--- config.mk ---
export PLATFORM = sky130hd
export DESIGN_NAME = eq2h_rot_cell
export DESIGN_NICKNAME = d
export VERILOG_FILES = /design/src/eq2h_pkg.sv /design/src/eq2h_rot_cell.sv
export SDC_FILE = /design/constraint.sdc
export NUM_CORES = 1
export LEC_CHECK = 0
export BUFFER_PORTS_ARGS = -buffer_cell sky130_fd_sc_hd__buf_4
export CAP_MARGIN = 25
export CORE_MARGIN = 2
export CORE_UTILIZATION = 59
export CTS_CLUSTER_DIAMETER = 60
export CTS_CLUSTER_SIZE = 40
export DETAILED_ROUTE_END_ITERATION = 12
export PLACE_DENSITY = 0.84
export SETUP_SLACK_MARGIN = 0.15
export SLEW_MARGIN = 20
export SYNTH_ARGS = -nofsm -noshare
export SYNTH_HDL_FRONTEND = slang
export SYNTH_SLANG_ARGS = --single-unit
--- constraint.sdc ---
create_clock -name clock -period 4.6 [get_ports clock]
set_clock_uncertainty 0.15 [all_clocks]
set_input_delay 0 -clock clock [delete_from_list [all_inputs] [get_ports clock]]
set_output_delay 0 -clock clock [all_outputs]
set_load 0.005 [all_outputs]
--- src/eq2h_pkg.sv ---
// Package: widths, constants, CORDIC angle table and arithmetic helpers.
`default_nettype none
package eq2h_pkg;
   localparam int ANG_W              = 32;
   localparam int ROT_W              = 34;
   localparam int VEC_W              = 36;
   localparam int CORDIC_STAGES_DEF  = 32;
   localparam int ANG_TABLE_LEN      = 40;

   localparam logic signed [VEC_W-1:0] QUARTER_TURN = VEC_W'(64'sd1073741824);
   localparam logic signed [VEC_W-1:0] HALF_TURN    = VEC_W'(64'sd2147483648);
   localparam logic signed [VEC_W-1:0] GAIN_Q30     = VEC_W'(64'sd652032874);

   typedef struct packed {
      logic signed [ROT_W-1:0] x;
      logic signed [ROT_W-1:0] y;
      logic signed [ROT_W-1:0] z;
      logic                    flip;
   } rot_type;

   typedef struct packed {
      logic signed [VEC_W-1:0] x;
      logic signed [VEC_W-1:0] y;
      logic signed [VEC_W-1:0] z;
      logic                    zero;
   } vec_type;

   function automatic logic [ANG_W-1:0] micro_angle(input int idx);
      logic [ANG_W-1:0] a;
      case (idx)
         0:       a = 32'd536870912;
         1:       a = 32'd316933406;
         2:       a = 32'd167458907;
         3:       a = 32'd85004756;
         4:       a = 32'd42667331;
         5:       a = 32'd21354465;
         6:       a = 32'd10679838;
         7:       a = 32'd5340245;
         8:       a = 32'd2670163;
         9:       a = 32'd1335087;
         10:      a = 32'd667544;
         11:      a = 32'd333772;
         12:      a = 32'd166886;
         13:      a = 32'd83443;
         14:      a = 32'd41722;
         15:      a = 32'd20861;
         16:      a = 32'd10430;
         17:      a = 32'd5215;
         18:      a = 32'd2608;
         19:      a = 32'd1304;
         20:      a = 32'd652;
         21:      a = 32'd326;
         22:      a = 32'd163;
         23:      a = 32'd81;
         24:      a = 32'd41;
         25:      a = 32'd20;
         26:      a = 32'd10;
         27:      a = 32'd5;
         28:      a = 32'd3;
         29:      a = 32'd1;
         30:      a = 32'd1;
         default: a = 32'd0;
      endcase
      return a;
   endfunction

   function automatic logic signed [VEC_W-1:0] qmul(input logic signed [VEC_W-1:0] a,
                                                    input logic signed [VEC_W-1:0] b);
      logic signed [2*VEC_W-1:0] p;
      p = a * b;
      return p[VEC_W+29:30];
   endfunction

   function automatic rot_type rot_pre(input logic [ANG_W-1:0] ang);
      rot_type r;
      logic signed [ROT_W-1:0] q;
      logic signed [ROT_W-1:0] h;
      q = ROT_W'(QUARTER_TURN);
      h = ROT_W'(HALF_TURN);
      r.x    = ROT_W'(GAIN_Q30);
      r.y    = '0;
      r.z    = ROT_W'($signed(ang));
      r.flip = 1'b0;
      if (r.z > q) begin
         r.z    = r.z - h;
         r.flip = 1'b1;
      end else if (r.z < -q) begin
         r.z    = r.z + h;
         r.flip = 1'b1;
      end
      return r;
   endfunction

   function automatic vec_type vec_pre(input logic signed [VEC_W-1:0] x,
                                       input logic signed [VEC_W-1:0] y);
      vec_type v;
      v.zero = (x == '0) && (y == '0);
      v.x    = x;
      v.y    = y;
      v.z    = '0;
      if (x < 0) begin
         v.x = -x;
         v.y = -y;
         v.z = HALF_TURN;
      end
      return v;
   endfunction
endpackage
`default_nettype wire

--- src/eq2h_rot_cell.sv ---
// Rotation-mode CORDIC cell: one micro-rotation per cycle while en is high.
`default_nettype none
module eq2h_rot_cell import eq2h_pkg::*; #(
   parameter int STAGE = 0
) (
   input  wire logic    clock,
   input  wire logic    en,
   input  wire rot_type cur,
   output rot_type      nxt_ff
);
   localparam logic signed [ROT_W-1:0] ANG = {(ROT_W-ANG_W)'(0), micro_angle(STAGE)};

   rot_type                 nxt_in;
   logic signed [ROT_W-1:0] dx;
   logic signed [ROT_W-1:0] dy;

   always_comb begin
      dx = cur.y >>> STAGE;
      dy = cur.x >>> STAGE;
      nxt_in = cur;
      if (cur.z >= 0) begin
         nxt_in.x = cur.x - dx;
         nxt_in.y = cur.y + dy;
         nxt_in.z = cur.z - ANG;
      end else begin
         nxt_in.x = cur.x + dx;
         nxt_in.y = cur.y - dy;
         nxt_in.z = cur.z + ANG;
      end
   end

   always_ff @(posedge clock) begin
      if (en) nxt_ff <= nxt_in;
   end
endmodule
`default_nettype wire

==> reports/results.ini <==
[outcome]
status=finished, final reports clean

[worst_setup_path]
cp_slowest_cell=nor4_1
cp.buffers_inverters=5
path_class=input pin to flip-flop
cp_data_required_time_ps=4570
crit_arrival_ps=3610
cp-end-kind=flip-flop
crit_chain=dlygate4sd3_1, buf_4, nor4_1, nand3_1, nor3_1, nor2_4, clkinv_1, buf_16, buf_4, a21o_1, o31ai_1, xnor2_1
critical-path-max-stage-delay_ps=790
crit_family=buffers and inverters
worst_path_most_repeated_cell=buf_4
start_kind=input pin
path_max_fanout=20
crit_start=cur[31]

[layout]
fin_util_pct=75.73
diodes=0
fillers=1078
multi_input_comb_area_sq_mm=0.005485
regMostFlops=nxt_ff
largest_reg_flops=102
reg.largest.list=nxt_ff (102)
layout.area.seq_sq_mm=0.003063
post_route_cells_drive_above_1_share_pct=21.00
nets=1451
syn2layout_area_growth_pct=25.73

[floorplanning]
start_util_pct=60.23
die_h_um=128.3
coreArea_sq_mm=0.01515
die_area_sq_mm=0.01647
ioPinCount=208
fp-row-count=45
die_w_um=128.3

[grt]
track_usage_pct=37.37
gr-total-overflow=0
grt_max_degree=80
grt_pass1_vias=8600
grt_pass1_wl_um=47270
antenna_found_initial=0

[clocking]
cts_buffers=9
hold_buffers=36
clock-sinks=102
cts-resized-gates=0
cts.clk_slew.worst_paths_ps=90
cts_setup_buffers=0
clock_tree.root_cell=clkbuf_16
htreeDepth=3
cts_buffer_depth=2
cts_tree=yes

[power]
leakage_nw=5.037
p_per_area_mw_per_mm2=294.1
peakVddDrop_v=0.0001894

[synth]
syn_area_per_cell_sq_um=8.944
yosysSeqAreaShare_pct=33.58
ys_types=74
synth_top_area_share_pct=33.58
ys.flop_type=edfxtp_1
synth_nets=1233
netlist_instances=1020
yosysMostFrequentCell=a21oi_1
async_flop_share_pct=0
netlist.top_cell.by_area=edfxtp_1
synth.area.top_cells=edfxtp_1 34%, ha_1 14%, a21oi_1 7.0%, xnor2_1 5.5%, inv_1 4.0%
synth-edff-count=102
synth_common_cells=127 x a21oi_1, 104 x ha_1, 102 x edfxtp_1
netlist_area_sq_mm=0.009122
ys_ff_latch=102
ys_warn_count=0

[drt]
drt_iter0_drc=1018
viasPerCell=6.320
totalWireLength_um=31310
drc=0
wl_per_cell_um=21.88
vias=9044
firstDrtPassIters=6
drtAntennaViolNets=0

[sta]
hold_slack_ps=11.04
hold_viol_final=0
slew_headroom_pct=38.07
rsz0062_at_grt=no
worst_slew_pin_slew_ps=920.5
period_minus_slack_ps=3638
finalSetupViolCount=0
period_share_pct=79.09
fin_ws_ps=962.0
fin_tns_setup_ps=0
slew_viol_final=0
fmax_mhz=274.9

[job]
cap_violations=0

[placed_design]
gp_congestion=1.020
io_buffers=207
dp_hpwl_um=22430
pre_cts_ws_ps=1304

[hold_path]
hp-class=input pin to flip-flop
min-delay-start=en

through the flow:
stage | std cells | total power, W | cell area [sq um]
floorplan | 1020 | 0.001915 | 9123
global placement | 1378 | 0.002417 | 10760
detailed placement | 1379 | 0.002435 | 10790
CTS | 1431 | 0.003316 | 11470
global route | 1431 | 0.003492 | 11470
finish | 1431 | 0.003374 | 11470
path summary, 6_finish.rpt:
kind	endpoint	slack (ps)	depth (start not counted)
setup / recovery	nxt_ff[64]	960	12
hold / removal	nxt_ff[57]	10	1
area by class of cell:
class | instances | area share [%]
Multi-Input combinational cell | 773 | 47.82
Sequential cell | 102 | 26.70
Timing Repair Buffer | 248 | 17.19
Inverter | 104 | 3.403
Tap cell | 188 | 2.051
Clock buffer | 9 | 1.964
Clock inverter | 7 | 0.8618
metal layers:
layer,vias up,track usage (%),wire [um]
met5,-,0,0
met2,640,62.42,14640
li1,4100,-,-
met1,4185,46.32,11720
met4,0,17.78,1610
met3,119,8.108,3345
placed cells by master (no fill, tap or decap), types with 11 or more instances in the layout:
cell type and instances:
o21ai_0 56, a21oi_1 127, nor2_1 76, dlygate4sd3_1 36, nand2b_1 15, nand3_1 13, nand2_1 53, o21a_1 12
nand4_1 11, inv_1 97, o21bai_1 19, edfxtp_1 102, nor4_1 12, nor2b_1 15, ha_1 104, xnor2_1 57
buf_4 211, xor2_1 11, o211ai_1 11, a21o_1 21, nor3_1 24, a211oi_1 17
where the power goes:
group	internal (W)	switching [W]	leakage, nW
Clock	0.000441	0.000435	0.154
Combinational	0.000548	0.000703	3.88
Sequential	0.00120	0.0000485	0.998
Total	0.00219	0.00119	5.04
logic make-up after synthesis:
group	share of synthesized area (%)
compound gates	23.80
simple gates	13.92
buf+inv	6.378
fa+ha+maj	15.14
flops	33.58
xor+xnor	6.529
mux	0.6584
No activity file was read; power rests on OpenSTA's default activity.
