File: config.mk
export PLATFORM = sky130hd
export DESIGN_NAME = eq2h_vec_cell
export DESIGN_NICKNAME = d
export VERILOG_FILES = /design/src/eq2h_pkg.sv /design/src/eq2h_vec_cell.sv
export SDC_FILE = /design/constraint.sdc
export NUM_CORES = 1
export LEC_CHECK = 0
export ABC_AREA = 1
export BUFFER_PORTS_ARGS = -buffer_cell sky130_fd_sc_hd__buf_2
export CORE_ASPECT_RATIO = 1.75
export CORE_MARGIN = 10
export CORE_UTILIZATION = 52
export DETAILED_ROUTE_END_ITERATION = 6
export PLACE_DENSITY = 0.76
export SETUP_SLACK_MARGIN = 0.02
export SYNTH_ARGS = -nofsm -noshare
export SYNTH_HDL_FRONTEND = slang
export SYNTH_SLANG_ARGS = --single-unit
export TNS_END_PERCENT = 1
File: constraint.sdc
create_clock -name clock -period 2.3 [get_ports clock]
set_input_delay 0.115 -clock clock [delete_from_list [all_inputs] [get_ports clock]]
set_output_delay 0.115 -clock clock [all_outputs]
set_load 0.05 [all_outputs]
File: src/eq2h_pkg.sv
// Package: widths, constants, CORDIC angle table and arithmetic helpers.
`default_nettype none
package eq2h_pkg;
   localparam int ANG_W              = 32;
   localparam int ROT_W              = 34;
   localparam int VEC_W              = 36;
   localparam int CORDIC_STAGES_DEF  = 32;
   localparam int ANG_TABLE_LEN      = 40;

   localparam logic signed [VEC_W-1:0] QUARTER_TURN = VEC_W'(64'sd1073741824);
   localparam logic signed [VEC_W-1:0] HALF_TURN    = VEC_W'(64'sd2147483648);
   localparam logic signed [VEC_W-1:0] GAIN_Q30     = VEC_W'(64'sd652032874);

   typedef struct packed {
      logic signed [ROT_W-1:0] x;
      logic signed [ROT_W-1:0] y;
      logic signed [ROT_W-1:0] z;
      logic                    flip;
   } rot_type;

   typedef struct packed {
      logic signed [VEC_W-1:0] x;
      logic signed [VEC_W-1:0] y;
      logic signed [VEC_W-1:0] z;
      logic                    zero;
   } vec_type;

   function automatic logic [ANG_W-1:0] micro_angle(input int idx);
      logic [ANG_W-1:0] a;
      case (idx)
         0:       a = 32'd536870912;
         1:       a = 32'd316933406;
         2:       a = 32'd167458907;
         3:       a = 32'd85004756;
         4:       a = 32'd42667331;
         5:       a = 32'd21354465;
         6:       a = 32'd10679838;
         7:       a = 32'd5340245;
         8:       a = 32'd2670163;
         9:       a = 32'd1335087;
         10:      a = 32'd667544;
         11:      a = 32'd333772;
         12:      a = 32'd166886;
         13:      a = 32'd83443;
         14:      a = 32'd41722;
         15:      a = 32'd20861;
         16:      a = 32'd10430;
         17:      a = 32'd5215;
         18:      a = 32'd2608;
         19:      a = 32'd1304;
         20:      a = 32'd652;
         21:      a = 32'd326;
         22:      a = 32'd163;
         23:      a = 32'd81;
         24:      a = 32'd41;
         25:      a = 32'd20;
         26:      a = 32'd10;
         27:      a = 32'd5;
         28:      a = 32'd3;
         29:      a = 32'd1;
         30:      a = 32'd1;
         default: a = 32'd0;
      endcase
      return a;
   endfunction

   function automatic logic signed [VEC_W-1:0] qmul(input logic signed [VEC_W-1:0] a,
                                                    input logic signed [VEC_W-1:0] b);
      logic signed [2*VEC_W-1:0] p;
      p = a * b;
      return p[VEC_W+29:30];
   endfunction

   function automatic rot_type rot_pre(input logic [ANG_W-1:0] ang);
      rot_type r;
      logic signed [ROT_W-1:0] q;
      logic signed [ROT_W-1:0] h;
      q = ROT_W'(QUARTER_TURN);
      h = ROT_W'(HALF_TURN);
      r.x    = ROT_W'(GAIN_Q30);
      r.y    = '0;
      r.z    = ROT_W'($signed(ang));
      r.flip = 1'b0;
      if (r.z > q) begin
         r.z    = r.z - h;
         r.flip = 1'b1;
      end else if (r.z < -q) begin
         r.z    = r.z + h;
         r.flip = 1'b1;
      end
      return r;
   endfunction

   function automatic vec_type vec_pre(input logic signed [VEC_W-1:0] x,
                                       input logic signed [VEC_W-1:0] y);
      vec_type v;
      v.zero = (x == '0) && (y == '0);
      v.x    = x;
      v.y    = y;
      v.z    = '0;
      if (x < 0) begin
         v.x = -x;
         v.y = -y;
         v.z = HALF_TURN;
      end
      return v;
   endfunction
endpackage
`default_nettype wire

File: src/eq2h_vec_cell.sv
// Vectoring-mode CORDIC cell: one micro-rotation per cycle while en is high.
`default_nettype none
module eq2h_vec_cell import eq2h_pkg::*; #(
   parameter int STAGE = 0
) (
   input  wire logic    clock,
   input  wire logic    en,
   input  wire vec_type cur,
   output vec_type      nxt_ff
);
   localparam logic signed [VEC_W-1:0] ANG = {(VEC_W-ANG_W)'(0), micro_angle(STAGE)};

   vec_type                 nxt_in;
   logic signed [VEC_W-1:0] dx;
   logic signed [VEC_W-1:0] dy;

   always_comb begin
      dx = cur.y >>> STAGE;
      dy = cur.x >>> STAGE;
      nxt_in = cur;
      if (cur.y > 0) begin
         nxt_in.x = cur.x + dx;
         nxt_in.y = cur.y - dy;
         nxt_in.z = cur.z + ANG;
      end else begin
         nxt_in.x = cur.x - dx;
         nxt_in.y = cur.y + dy;
         nxt_in.z = cur.z - ANG;
      end
   end

   always_ff @(posedge clock) begin
      if (en) nxt_ff <= nxt_in;
   end
endmodule
`default_nettype wire
==> results of run 1 <==
[metrics by stage]
step / TNS, ns / std cells / setup WS [ns]
3_3_place_gp: -9.70 / 2592 / -0.446
2_1_floorplan: 0 / 1772 / 0.0331
4_1_cts: 0 / 2637 / 0.0317
5_1_grt: -0.0682 / 2638 / -0.0403
3_5_place_dp: -11.72 / 2592 / -0.493
6_report: 0 / 2638 / 0.0622
[Yosys cell counts (4+ instances only)]
| master | number | share of area |
|---|---|---|
| nand3_2 | 4 | 0.0034 |
| nor2_1 | 132 | 0.042 |
| inv_1 | 287 | 0.091 |
| o21bai_1 | 21 | 0.013 |
| ha_1 | 115 | 0.12 |
| buf_6 | 7 | 0.0067 |
| xor2_1 | 45 | 0.033 |
| nand3_1 | 159 | 0.068 |
| buf_2 | 15 | 0.0064 |
| nor3_1 | 10 | 0.0042 |
| edfxtp_1 | 108 | 0.28 |
| o21ai_0 | 81 | 0.034 |
| nand2_2 | 14 | 0.0074 |
| nand2_1 | 560 | 0.18 |
| nor2_2 | 20 | 0.011 |
| fa_1 | 4 | 0.0068 |
| inv_2 | 5 | 0.0016 |
| nand4_1 | 13 | 0.0069 |
| buf_4 | 21 | 0.013 |
| a21oi_1 | 110 | 0.047 |
| o21ai_2 | 4 | 0.0030 |
[power breakdown]
| part | switching, mW | internal (mW) | leakage [nW] |
|---|---|---|---|
| Sequential | 0.0752 | 2.49 | 1.06 |
| Combinational | 3.16 | 1.58 | 7.68 |
| Clock | 0.798 | 0.754 | 0.137 |
| Total | 4.03 | 4.83 | 8.87 |
[cell usage in the layout (no fill, tap or decap), types with 3 or more instances in the layout]
master         count
a21oi_1          106
a21oi_2            7
and2_1             3
buf_2            218
buf_4            350
clkbuf_16          9
dlygate4sd3_1     30
edfxtp_1         108
fa_1               3
ha_1             105
ha_2               8
inv_1            286
inv_2              5
nand2_1          552
nand2_2           22
nand3_1          157
nand3_2            6
nand4_1           13
nor2_1           127
nor2_2            22
nor2_4             6
nor3_1             8
o21ai_0           79
o21ai_1            5
o21ai_2            4
o21bai_1          21
xnor2_1            3
xor2_1            45
[per-layer routing]
metal | track usage | routed length [microns]
met5 | 0 | 0
met4 | 0.397 | 7010
met3 | 0.0567 | 3490
met2 | 0.669 | 28000
met1 | 0.316 | 16600
[path summary, 6_finish.rpt]
check	start	endpoint	slack, ns	cells after the start
hold / removal	cur[30]	nxt_ff[30]	0.08	2
setup / recovery	cur[63]	nxt_ff[72]	0.06	14
[critical path, delay by kind of cell]
| kind | cells | cell delay (ns) |
|---|---|---|
| buffers and inverters | 3 | 0.32 |
| AND/OR/NAND/NOR | 10 | 1.30 |
| adder cells (fa/ha/maj) | 1 | 0.52 |
[what timing repair did]
item,4_1_cts,5_1_grt
gates resized for setup,4,37
setup endpoints to repair,2,27
setup buffers,0,1
endpoints found under the hold margin,30,0
pin swaps,0,5
hold buffers,30,0
gates cloned,0,0
[cell type report]
| cell class | instances | share of cell area |
|---|---|---|
| Clock buffer | 9 | 0.0138 |
| Clock inverter | 6 | 0.00375 |
| Inverter | 292 | 0.0673 |
| Timing Repair Buffer | 601 | 0.249 |
| Multi-Input combinational cell | 1326 | 0.445 |
| Sequential cell | 108 | 0.199 |
| Tap cell | 296 | 0.0227 |
[cell families (layout without fill, tap and decap cells)]
logic type                 count (synthesis)  after routing
DFF                                      108            108
and+or+nand+nor                          927            927
AOI/OAI and AO/OA                        232            232
xor gates and xnor gates                  48             48
buffers and inverters                    338            908
adders and majority gates                119            119
==> results.tsv, run 1 <==
metric	value	unit
wl	55100	microns
grt-ovfl-total	0	
synth_xor_xnor_area_share	0.0357	
vias	14400	
clk_pin_slew	0.07	ns
fillCellCount	1831	
layout.area.seq	3240	sq um
synth-seq-cells	108	
root_buffer	clkbuf_16	
cap_violations	0	
synthSimpleGateAreaFrac	0.332	
cts_made_buffers	9	
critPathMaxStageDelay	0.52	ns
leakage	8.87	nW
crit_type	input pin to register	
track_usage	0.366	
fin_crit_sh	0.973	
required	2.34	ns
cp_max_fo	6	
grt_pass1_wl	81200	microns
final_util	0.734	
synth_edf_count	108	
synth_ff_type	edfxtp_1	
slowest_stage	ha_1	
grt_max_degree	70	
drive_above_1_share	0.290	
yosysWarnings	0	
p_total	8.86	mW
tightest_slew	0.838	ns
multi_input_comb_area	7260	sq um
die_y	219	microns
final_hold_viol_count	0	
min_period	2.24	ns
synth_mux_area_frac	0	
pin_count	220	
seq_area_frac_synth	0.275	
start_util	0.529	
synthAdderAreaFrac	0.129	
first_global_vias	14800	
cts.sinks	108	
rsz0062_at_grt	yes	
synthArstFlopShare	0	
synth_compound_area_frac	0.108	
setup_viol	0	
cts_tree	done	
largest_register	nxt_ff	
cp-end-kind	register	
dpl.hpwl	44000	microns
synth_cells	1772	
die-area	29300	sq um
coreArea	22300	sq um
max_freq	447	MHz
path_cells	buf_2 -> inv_1 -> ha_1 -> buf_4 -> nand2_1 -> nor2_1 -> nand2_1 -> nor2_1 -> and3_1 -> nor2_1 -> nand2_1 -> nand2_1 -> nand3_1 -> nand2_1	
outcome	complete, no violations	
top_regs	nxt_ff: 108 flops	
hp-class	input pin to register	
powerDensity	542	nW/um^2
avgSynthCellArea	6.65	sq um
area_growth	38.6	%
avgRoutedWirePerCell	20.9	microns
gp_congestion	1.07	
first_pass_iters	6	
startpoint_type	input pin	
ant_nets	0	
synth_top_family_by_area	simple AND/OR/NAND/NOR gates	
syn_nets	2002	
viasPerCell	5.48	
syn_area	11800	sq um
antenna_found_initial	0	
port_buffers	219	
die_w	134	microns
clock_path_buffers	2	
place_area	15600	sq um
synth.distinct_cells	40	
row_count	72	
slew_viol_final	0	
htree_levels	3	
diodes	0	
largest_register_ffs	108	
drtIter0Drc	1388	
nets	2568	
vdd_drop_max	0.426	mV
cp.arrival	2.27	ns
drc	0	
crit_top_cell	nand2_1	
finalInstanceArea	16300	sq um
relSlewSlack	0.441	
whs	0.0776	ns
(Power assumes the default switching activity.)
==> inputs of run 2 (changes only) <==
BUFFER_PORTS_ARGS = default   (was -buffer_cell sky130_fd_sc_hd__buf_2)
CORE_UTILIZATION = 60   (was 52)
DONT_BUFFER_PORTS = 1   (was default)
PLACE_DENSITY = 0.77   (was 0.76)
==> run 2 against run 1 <==
The run now ends with hold timing left. Power shrank 7.1%. Clock power grew 5%. Sequential power grew 37%. Worst setup slack lost 0.00083 ns. Global-route usage down 0.096 points. Fmax about the same. Critical path depth grew 2. Via count down 11%. Cell area fell by 14%. Die area fell by 12%. Critical path type unchanged. Largest cell class unchanged.
==> results.tsv, run 2 (synthesized netlist as in run 1, its figures left out) <==
metric	value	unit	change
area_growth	19.9	%	
die_y	205	microns	-6.3%
clkPwrFrac	0.197		+0.022
die-area	25900	sq um	-12%
p_int	4.46	mW	-7.6%
crit_top_cell	nand2_1		
rsz0062_at_grt	yes		
drtIter0Drc	1347		-3.0%
first_global_vias	13000		-12%
root_buffer	clkbuf_16		
required	2.37	ns	+0.03 ns
path_cells	clkinvlp_4 -> nand3_1 -> buf_4 -> nor3_1 -> nand3_1 -> nor2_2 -> nor2_4 -> inv_4 -> ha_1 -> a21oi_1 -> nand2_1 -> nand2_1 -> nand2_1 -> a21oi_1 -> xor2_1 -> xor2_1		
nets	2222		-13%
coreArea	19300	sq um	-13%
ctsHoldBuffers	31		+3.3%
switching_share	0.458		+0.00270
dp_slack	-0.453	ns	+0.0397 ns
max_freq	447	MHz	about the same
layout_setup_ws	0.0613	ns	-0.000827 ns
start_util	0.611		+0.0816
avgRoutedWirePerCell	21.7	microns	+3.8%
place_area	13500	sq um	-14%
cp-end-kind	register		
largest_register	nxt_ff		
p_switching	3.76	mW	-6.6%
final_hold_viol_count	108		+108
fin_crit_sh	0.973		about the same
first_pass_iters	6		unchanged
cp_max_fo	5		-1
powerDensity	582	nW/um^2	+7.4%
top_regs	nxt_ff: 108 flops		
grt_max_degree	109		+56%
diodes	0		unchanged
slew_viol_final	0		unchanged
drc	0		unchanged
dpl.hpwl	39500	microns	-10%
cts_made_buffers	9		unchanged
startpoint_type	input pin		
grt_pass1_wl	72500	microns	-11%
whs	-0.127	ns	-0.205 ns
ant_nets	0		unchanged
port_buffers	0		-100%
gp_congestion	1.06		-0.62%
critPathCapture	nxt_ff[36]		
mostFrequentLayoutCell	nand2_1		
clk_pin_slew	0.09	ns	+0.02 ns
cp.arrival	2.31	ns	+0.04 ns
setup_viol	0		unchanged
cts.sinks	108		unchanged
critPathMaxStageDelay	0.25	ns	-0.27 ns
p_seq_frac	0.428		+0.138
die_w	126	microns	-5.9%
pin_count	220		unchanged
cap_violations	0		unchanged
final_util	0.732		-0.00142
grt-ovfl-total	0		unchanged
clock_path_buffers	2		unchanged
leakage	7.40	nW	-17%
tightest_slew	0.890	ns	+0.0519 ns
slowest_stage	ha_1		
vias	12800		-11%
finalInstanceArea	14100	sq um	-14%
antenna_found_initial	1		+1
largest_register_ffs	108		unchanged
crit_type	input pin to register		
row_count	67		-6.9%
final_cell_mix	nand2_1 (560), inv_1 (285), buf_4 (221)		
outcome	finished with violations		
viasPerCell	5.74		+4.7%
hp-class	input pin to register		
crit_path_start	cur[70]		
wl	48500	microns	-12%
drive_above_1_share	0.153		-0.137
cts_tree	done		
failed_checks	hold timing		
pwr-share-comb	0.375		-0.160
htree_levels	3		unchanged
track_usage	0.365		-0.000959
p_total	8.22	mW	-7.1%
vdd_drop_max	0.541	mV	+27%
relSlewSlack	0.408		-0.0334
min_period	2.24	ns	+0.000827 ns
[run 2: cell types whose count changed in the layout (fill, tap and decap cells not counted), moves of 4 or more]
cell / delta
buf_2: -218
buf_4: -129
ha_1: +9
nand2_1: +8
nand2_2: -8
ha_2: -7
a21oi_1: +4
a21oi_2: -4
nor2_1: +4
[run 2: repair_timing]
item / CTS / global route
hold endpoints to repair: 139 / 108
resized for setup: 2 / 6
setup buffers: 0 / 2
pin swaps: 0 / 3
setup endpoints to repair: 2 / 2
[run 2: critical path, delay by kind of cell]
kind            cells  cell delay (ns)
compound gates      2             0.33
xor+xnor            2             0.32
fa+ha+maj           1             0.25
buf+inv             3             0.37
simple gates        8             0.92
[run 2: per-layer routing]
layer  up-vias  wire (microns)  track usage  share of wire
li1       6074               -            -              -
met1      5776           14900        0.336           0.31
met2       739           24500        0.653           0.50
met3       248            3300       0.0605          0.068
met4         0            5800        0.366           0.12
met5         -               0            0              0
[run 2: cell type report]
cell class / count / area, sq um
clock buffer: 9 / 225
inverter: 292 / 1110
sequential: 108 / 3240
fill: 1624 / 5160
tap: 241 / 302
clock inverter: 7 / 80.1
multi-input combinational: 1326 / 7140
timing repair buffer: 255 / 2030
[run 2: worst min path at each step]
stage | from | to | slack (ns) | cells after the start
2_1_floorplan | cur[0] | nxt_ff[0] | 0.21 | 0
3_3_place_gp | cur[4] | nxt_ff[4] | 0.21 | 0
3_5_place_dp | cur[23] | nxt_ff[23] | 0.21 | 0
4_1_cts | en | nxt_ff[59] | -0.13 | 0
5_1_grt | en | nxt_ff[49] | -0.14 | 0
6_report | en | nxt_ff[63] | -0.13 | 0
[run 2: per-stage QoR]
step                std cells  TNS (ns)
floorplan                1772         0
global placement         2189     -2.65
detailed placement       2189     -2.70
CTS                      2236         0
global route             2238   -0.0449
finish                   2238         0
[run 2: power groups by stage]
stage | clock (mW) | combinational (mW) | sequential (mW)
after floorplan | 0 | 1.71 | 3.48
after CTS | 1.60 | 2.95 | 3.53
after global placement | 0 | 2.83 | 3.56
after global routing | 1.69 | 3.34 | 3.54
final | 1.62 | 3.09 | 3.52
after detailed placement | 0 | 2.89 | 3.57
